## config.mk

```make
export PLATFORM = sky130hd
export DESIGN_NAME = string_literal_unescaper_unit
export DESIGN_NICKNAME = d
export VERILOG_FILES = /design/src/sv/slu_pkg.sv /design/src/sv/slu_decode.sv /design/src/sv/string_literal_unescaper_unit.sv
export SDC_FILE = /design/constraint.sdc
export NUM_CORES = 1
export LEC_CHECK = 0
export CORE_ASPECT_RATIO = 1.2
export CORE_MARGIN = 1.5
export CORE_UTILIZATION = 58
export CTS_CLUSTER_SIZE = 40
export DETAILED_ROUTE_END_ITERATION = 10
export DONT_BUFFER_PORTS = 1
export PLACE_DENSITY_LB_ADDON = 0.12
export SYNTH_ARGS = -nofsm -noshare
export SYNTH_HDL_FRONTEND = slang
export SYNTH_SLANG_ARGS = --single-unit
```

## constraint.sdc

```tcl
create_clock -name clk -period 2.8 [get_ports clk]
set_clock_uncertainty 0.15 [all_clocks]
set_input_delay 0.42 -clock clk [delete_from_list [all_inputs] [get_ports clk]]
set_output_delay 0.42 -clock clk [all_outputs]
set_load 0.01 [all_outputs]
```

## src/sv/slu_pkg.sv

```systemverilog
// Types and constants shared by the string literal unescaper modules.
`timescale 1ns / 1ps

package slu_pkg;

    // Result kinds.
    localparam logic [2:0] KIND_DATA      = 3'd0;
    localparam logic [2:0] KIND_CLOSED    = 3'd1;
    localparam logic [2:0] KIND_UNTERM    = 3'd2;
    localparam logic [2:0] KIND_NEWLINE   = 3'd3;
    localparam logic [2:0] KIND_BACKSLASH = 3'd4;
    localparam logic [2:0] KIND_BADU      = 3'd5;

    localparam int MAX_RESULTS = 3;

    typedef enum logic [3:0] {
        PH_IDLE = 4'b0001,
        PH_LIT  = 4'b0010,
        PH_ESC  = 4'b0100,
        PH_HEX  = 4'b1000
    } phase_t;

    typedef struct packed {
        logic [7:0] in_byte;
        logic       source_end;
    } in_item_t;

    typedef struct packed {
        logic [7:0] out_byte;
        logic [2:0] result_kind;
        logic       last_of_run;
    } out_item_t;

    // Decoder state; three hex digits are held, the fourth completes the code point.
    typedef struct packed {
        phase_t      phase;
        logic        quote_single;
        logic [11:0] hex_acc;
        logic [1:0]  hex_seen;
    } dec_state_t;

    typedef struct packed {
        logic [1:0]                        count;
        out_item_t [MAX_RESULTS-1:0]       res;
    } dec_result_t;

endpackage

```

## src/sv/slu_decode.sv

```systemverilog
// Combinational decoder: one source byte and the current state to results and next state.
`timescale 1ns / 1ps

module slu_decode
    import slu_pkg::*;
(
    input  dec_state_t  state,
    input  in_item_t    item,
    output dec_state_t  state_next,
    output dec_result_t result
);

    localparam logic [7:0] CH_DQUOTE    = 8'h22;
    localparam logic [7:0] CH_SQUOTE    = 8'h27;
    localparam logic [7:0] CH_BACKSLASH = 8'h5C;
    localparam logic [7:0] CH_NEWLINE   = 8'h0A;
    localparam logic [7:0] CH_TAB       = 8'h09;
    localparam logic [7:0] CH_CR        = 8'h0D;
    localparam logic [7:0] CH_NUL       = 8'h00;
    localparam logic [7:0] CH_ZERO      = 8'h30;
    localparam logic [7:0] CH_LOWER_N   = 8'h6E;
    localparam logic [7:0] CH_LOWER_T   = 8'h74;
    localparam logic [7:0] CH_LOWER_R   = 8'h72;
    localparam logic [7:0] CH_LOWER_U   = 8'h75;

    localparam logic [7:0] UTF8_LEAD2 = 8'hC0;
    localparam logic [7:0] UTF8_LEAD3 = 8'hE0;
    localparam logic [7:0] UTF8_CONT  = 8'h80;
    localparam logic [5:0] UTF8_MASK  = 6'h3F;

    // Returns {valid, value} for an ASCII hex digit.
    function automatic logic [4:0] hex_digit(input logic [7:0] b);
        logic [4:0] r;
        r = 5'd0;
        if (b >= 8'h30 && b <= 8'h39) begin
            r = {1'b1, b[3:0]};
        end
        else if ((b >= 8'h61 && b <= 8'h66) || (b >= 8'h41 && b <= 8'h46)) begin
            r = {1'b1, b[3:0] + 4'd9};
        end
        return r;
    endfunction

    function automatic out_item_t mk(input logic [7:0] b, input logic [2:0] kind,
                                     input logic last);
        out_item_t r;
        r.out_byte    = b;
        r.result_kind = kind;
        r.last_of_run = last;
        return r;
    endfunction

    logic [7:0]  b;
    logic        src_end;
    logic [7:0]  quote_ch;
    logic [4:0]  digit;
    logic [15:0] cp;
    logic [7:0]  esc_val;

    assign b        = item.in_byte;
    assign src_end  = item.source_end;
    assign quote_ch = state.quote_single ? CH_SQUOTE : CH_DQUOTE;
    assign digit    = hex_digit(b);
    assign cp       = {state.hex_acc, digit[3:0]};

    always_comb
    begin
        case (b)
            CH_LOWER_N: esc_val = CH_NEWLINE;
            CH_LOWER_T: esc_val = CH_TAB;
            CH_LOWER_R: esc_val = CH_CR;
            CH_ZERO:    esc_val = CH_NUL;
            default:    esc_val = b;
        endcase
    end

    always_comb
    begin
        state_next   = state;
        result.count = 2'd0;
        result.res   = '0;

        unique case (state.phase)
            PH_IDLE:
            begin
                if (b == CH_DQUOTE || b == CH_SQUOTE) begin
                    state_next.quote_single = (b == CH_SQUOTE);
                    if (src_end) begin
                        result.count  = 2'd1;
                        result.res[0] = mk(8'h00, KIND_UNTERM, 1'b1);
                    end
                    else begin
                        state_next.phase = PH_LIT;
                    end
                end
            end
            PH_LIT:
            begin
                if (b == CH_BACKSLASH) begin
                    if (src_end) begin
                        result.count  = 2'd1;
                        result.res[0] = mk(8'h00, KIND_BACKSLASH, 1'b1);
                    end
                    else begin
                        state_next.phase = PH_ESC;
                    end
                end
                else if (b == quote_ch) begin
                    result.count     = 2'd1;
                    result.res[0]    = mk(8'h00, KIND_CLOSED, 1'b1);
                    state_next.phase = PH_IDLE;
                end
                else if (b == CH_NEWLINE) begin
                    result.count     = 2'd1;
                    result.res[0]    = mk(8'h00, KIND_NEWLINE, 1'b1);
                    state_next.phase = PH_IDLE;
                end
                else if (src_end) begin
                    result.count  = 2'd1;
                    result.res[0] = mk(8'h00, KIND_UNTERM, 1'b1);
                end
                else begin
                    result.count  = 2'd1;
                    result.res[0] = mk(b, KIND_DATA, 1'b1);
                end
            end
            PH_ESC:
            begin
                if (src_end) begin
                    result.count  = 2'd1;
                    result.res[0] = mk(8'h00, (b == CH_LOWER_U) ? KIND_BADU : KIND_UNTERM,
                                       1'b1);
                end
                else if (b == CH_LOWER_U) begin
                    state_next.phase    = PH_HEX;
                    state_next.hex_acc  = '0;
                    state_next.hex_seen = '0;
                end
                else begin
                    result.count     = 2'd1;
                    result.res[0]    = mk(esc_val, KIND_DATA, 1'b1);
                    state_next.phase = PH_LIT;
                end
            end
            PH_HEX:
            begin
                if (!digit[4]) begin
                    result.count     = 2'd1;
                    result.res[0]    = mk(8'h00, KIND_BADU, 1'b1);
                    state_next.phase = PH_IDLE;
                end
                else if (state.hex_seen == 2'd3) begin
                    state_next.hex_acc  = '0;
                    state_next.hex_seen = '0;
                    if (src_end) begin
                        result.count  = 2'd1;
                        result.res[0] = mk(8'h00, KIND_UNTERM, 1'b1);
                    end
                    else begin
                        state_next.phase = PH_LIT;
                        if (cp < 16'h0080) begin
                            result.count  = 2'd1;
                            result.res[0] = mk({1'b0, cp[6:0]}, KIND_DATA, 1'b1);
                        end
                        else if (cp < 16'h0800) begin
                            result.count  = 2'd2;
                            result.res[0] = mk(UTF8_LEAD2 | {3'b000, cp[10:6]}, KIND_DATA, 1'b0);
                            result.res[1] = mk(UTF8_CONT | {2'b00, cp[5:0] & UTF8_MASK},
                                               KIND_DATA, 1'b1);
                        end
                        else begin
                            result.count  = 2'd3;
                            result.res[0] = mk(UTF8_LEAD3 | {4'b0000, cp[15:12]}, KIND_DATA,
                                               1'b0);
                            result.res[1] = mk(UTF8_CONT | {2'b00, cp[11:6] & UTF8_MASK},
                                               KIND_DATA, 1'b0);
                            result.res[2] = mk(UTF8_CONT | {2'b00, cp[5:0] & UTF8_MASK},
                                               KIND_DATA, 1'b1);
                        end
                    end
                end
                else begin
                    state_next.hex_acc  = cp[11:0];
                    state_next.hex_seen = state.hex_seen + 2'd1;
                    if (src_end) begin
                        result.count  = 2'd1;
                        result.res[0] = mk(8'h00, KIND_BADU, 1'b1);
                    end
                end
            end
            default:
            begin
                state_next.phase = PH_IDLE;
            end
        endcase

        // The end of the source always leaves the block idle.
        if (src_end) begin
            state_next.phase    = PH_IDLE;
            state_next.hex_acc  = '0;
            state_next.hex_seen = '0;
        end
    end

endmodule

```

## src/sv/string_literal_unescaper_unit.sv

```systemverilog
// String literal unescaper: C-style escapes and \u code points decoded to UTF-8 bytes.
// Usage:
//   Source bytes enter on src_valid/src_ready with src_item (in_byte, source_end).
//   Decoded items leave on res_valid/res_ready with res_item (out_byte, result_kind,
//   last_of_run); each source byte yields zero to three result items.
// Latency: the first result of a byte is shown in the cycle after it is accepted.
// Throughput: one source byte per cycle while each byte yields at most one result
//   and the receiver takes every item. A \u escape that gives two or three UTF-8
//   bytes holds src_ready low while the three-entry result buffer drains, one item
//   per cycle through its output port while res_ready is high.
// Reset: the decoder returns to idle (outside any literal) and the result buffer
//   empties; no item is shown until a byte has been accepted.
// Stalls: while res_ready is low the shown item holds, and src_ready stays high
//   only if the buffer will be free by the end of the cycle, so no item is lost.
`timescale 1ns / 1ps

module string_literal_unescaper_unit
    import slu_pkg::*;
(
    input  logic      clk,
    input  logic      rst_n,
    input  logic      src_valid,
    output logic      src_ready,
    input  in_item_t  src_item,
    output logic      res_valid,
    input  logic      res_ready,
    output out_item_t res_item
);

    dec_state_t                  state_reg;
    dec_state_t                  state_next;
    dec_result_t                 dec_res;
    out_item_t [MAX_RESULTS-1:0] slot_reg;
    out_item_t [MAX_RESULTS-1:0] slot_next;
    logic [1:0]                  rem_reg;
    logic [1:0]                  rem_next;
    logic                        accept;
    logic                        take;

    slu_decode u_decode (
        .state      (state_reg),
        .item       (src_item),
        .state_next (state_next),
        .result     (dec_res)
    );

    assign res_valid = (rem_reg != 2'd0);
    assign res_item  = slot_reg[0];
    assign take      = res_valid && res_ready;
    assign src_ready = (rem_reg == 2'd0) || (rem_reg == 2'd1 && res_ready);
    assign accept    = src_valid && src_ready;

    // New results are loaded only when the buffer empties in this cycle.
    always_comb
    begin
        slot_next = slot_reg;
        rem_next  = rem_reg;
        if (accept && dec_res.count != 2'd0) begin
            slot_next = dec_res.res;
            rem_next  = dec_res.count;
        end
        else if (take) begin
            slot_next[0] = slot_reg[1];
            slot_next[1] = slot_reg[2];
            rem_next     = rem_reg - 2'd1;
        end
    end

    always_ff @(posedge clk or negedge rst_n)
    begin
        if (!rst_n) begin
            state_reg.phase        <= PH_IDLE;
            state_reg.quote_single <= 1'b0;
            state_reg.hex_acc      <= '0;
            state_reg.hex_seen     <= '0;
            rem_reg                <= 2'd0;
        end
        else begin
            if (accept) begin
                state_reg <= state_next;
            end
            rem_reg <= rem_next;
        end
    end

    always_ff @(posedge clk)
    begin
        slot_reg <= slot_next;
    end

endmodule

```

==> out/results.txt <==
IO Pins: 27
Number of global-route vias before repair: 2506
Synth unique cells: 75
Synth Instances: 324
Pleak: 1.38 nW
Clk pwr share: 24.6%
Switching share of power: 30.2%
Gr ovfl total: 0
Largest net degree at the start of global routing: 22
PwrDens: 474 mW/mm2
FF+latch count, synth: 48
CTS HTree Levels: 2
Reg-to-Reg Start: state_reg[18]
CP Data Arrival Time: 2.80 ns
Die area: 0.00605 mm2
Final hold viol count: 0
Commonest non-fill, non-tap cell in the layout: buf_4
Startpoint Class: flip-flop
Combinational power share: 21.8%
DP HPWL: 5960 um
Int Pwr: 1.18 mW
Initial antenna violation count: 0
Crit Path Class: flip-flop to flip-flop
WL per Instance: 20.4 um
R2R Path End: res_item[6]
Non-filler cells, final: 398
WL final: 8140 um
Share of cells above drive strength 1: 22.6%
Via density: 6.77
Max reg flops: 19
Register area share after synthesis: 41.3%
Worst-Margin Slew: 1.02 ns
Port-buffer cells: 0
Placed Area: 0.00342 mm2
EDFF count, synth: 27
Detail Route Antenna Nets: 0
CTS sink cnt: 48
Initial Utilization: 60.8%
Die width: 71.2 um
CP Launch Point: state_reg[18]
Max-slew violations: 0
Antenna Cells: 0
Psw: 0.508 mW
CTS tree: yes
Die height: 84.9 um
Sequential Power Share: 53.6%
Ys Warns: 0
Req. time, crit path: 2.83 ns
Min Clock Period, post-route: 2.77 ns
RD Place Congestion: 0.959
GR Util All Layers: 27.7%
Core ar.: 0.00533 mm2
DRT iter0 DRCs: 185
Area growth syn-to-layout: 9.65%
Overall Power: 1.68 mW
Max Clock Freq: 361 MHz
Detailed Routing Iterations Pass 1: 5
Row cnt: 29
Clock Tree Root: clkbuf_8
RSZ-0062 raised after global routing: false
Crit Path Max Fanout: 10
Syn Nets: 344
Setup_tns: 0 ns
R2r worst-path depth: 7
Design area: 0.00355 mm2
Main synth FF type: edfxtp_1
DP Cell Count: 388
Status: finished clean
Syn_area_per_cell: 10.0 um2
Most frequent cells in the layout: buf_4 (35), edfxtp_1 (27), nand2_1 (24)
First-pass GRT wire length: 13100 um
CP Capture Type: flip-flop
DRC viols: 0
MaxCap Viol Count: 0
Fin crit share: 98.9%
Worst-path clk slew: 0.10 ns
Worst hold start: src_item[4]
Setup Viol. Count Final: 0
Clock insertion delay at the later pin of the skew report: 0.31 ns
Peak supply drop: 0.292 mV
Clock Path Buffers: 2
Synthesized area: 0.00324 mm2
Vias: 2696
Slew headroom: 31.8%
Async SR Flop Fraction: 43.8%
Fin nets: 355
Setup crit end: res_item[6]
CTS Buf Count: 5
Reg-to-reg slack, setup: 0.03 ns
Hold slack: 0.207 ns
Hold WC Path Type: input port to flip-flop
[layer usage]
layer / track usage, % / vias to the layer above / routed length [um]
met4: 7.03 / 0 / 128
met5: 0 / - / 0
met1: 37.9 / 1312 / 3520
met3: 4.04 / 13 / 474
li1: - / 1255 / -
met2: 46.3 / 116 / 4020
[worst max-delay path: stages, from the launching register on]
cell	delay [ns]
dfrtp_1	0.39
buf_4	0.17
or4b_4	0.55
a41o_4	0.30
or4b_4	0.53
o41ai_4	0.11
a221o_1	0.27
mux2_2	0.17
[cell type report]
| cell class | instances | area [um2] |
|---|---|---|
| Fill cell | 444 | 1780 |
| Tap cell | 62 | 77.6 |
| Sequential cell | 48 | 1340 |
| Inverter | 15 | 58.8 |
| Multi-Input combinational cell | 229 | 1720 |
| Clock inverter | 3 | 17.5 |
| Timing Repair Buffer | 36 | 273 |
| Clock buffer | 5 | 68.8 |
[through the flow]
step	utilization (%)	setup WS (ns)
global route	66.6	0.00422
global placement	64.1	0.00533
detailed placement	64.1	-0.0340
CTS	65.9	0.000652
finish	66.6	0.0299
floorplan	-	0.0126
[timing repair]
item                                   CTS  global route
endpoints found under the hold margin   21             0
setup buffers                            0             0
hold buffers                             1             0
resized for setup                        0             7
setup endpoints to repair                0            33
[kinds of logic after synthesis]
group / synth area share, %
buffers and inverters: 7.64
adder cells (fa/ha/maj): 2.70
AND/OR/NAND/NOR: 19.6
AO/OA/AOI/OAI: 23.2
multiplexers: 5.37
XOR/XNOR: 0.270
flip-flops: 41.3
[synthesized netlist by cell type, drive strengths merged (3+ instances only)]
cell type / number / area share [%]
o2111ai: 4 / 1.1
mux2: 10 / 3.8
nand3: 4 / 0.62
nor2b: 4 / 0.77
nor3: 10 / 1.5
ha: 7 / 2.7
mux2i: 5 / 1.5
o21ai: 15 / 2.3
nor4: 8 / 1.9
and3: 7 / 1.4
a21o: 4 / 0.93
nand2: 25 / 2.9
a22oi: 3 / 0.69
nor4b: 5 / 1.5
a211oi: 7 / 1.8
or2: 3 / 0.58
a22o: 12 / 3.2
o2bb2ai: 7 / 1.9
inv: 15 / 1.7
clkbuf: 11 / 1.3
a31oi: 3 / 0.58
or4b: 5 / 1.8
o21a: 3 / 0.69
nor2: 22 / 2.5
o211ai: 3 / 1.1
a21oi: 14 / 2.5
dfrtp: 20 / 15
buf: 22 / 4.6
edfxtp: 27 / 25
and2: 3 / 0.58
[how the worst min path moves through the flow]
stage                          to  slack (ns)  cells after the start
CTS                 state_reg[14]        0.20                      3
global placement    state_reg[14]       -0.03                      0
detailed placement  state_reg[14]       -0.03                      0
global route         res_item[10]        0.22                      2
finish              state_reg[14]        0.21                      3
floorplan              rem_reg[0]       -0.03                      0
[power groups by stage]
stage / combinational [mW] / clock (mW) / sequential, mW
after global placement: 0.337 / 0 / 0.916
after floorplan: 0.345 / 0 / 0.887
after CTS: 0.352 / 0.418 / 0.904
final: 0.368 / 0.414 / 0.902
after detailed placement: 0.343 / 0 / 0.919
after global routing: 0.404 / 0.443 / 0.912
(Power assumes the default switching activity.)
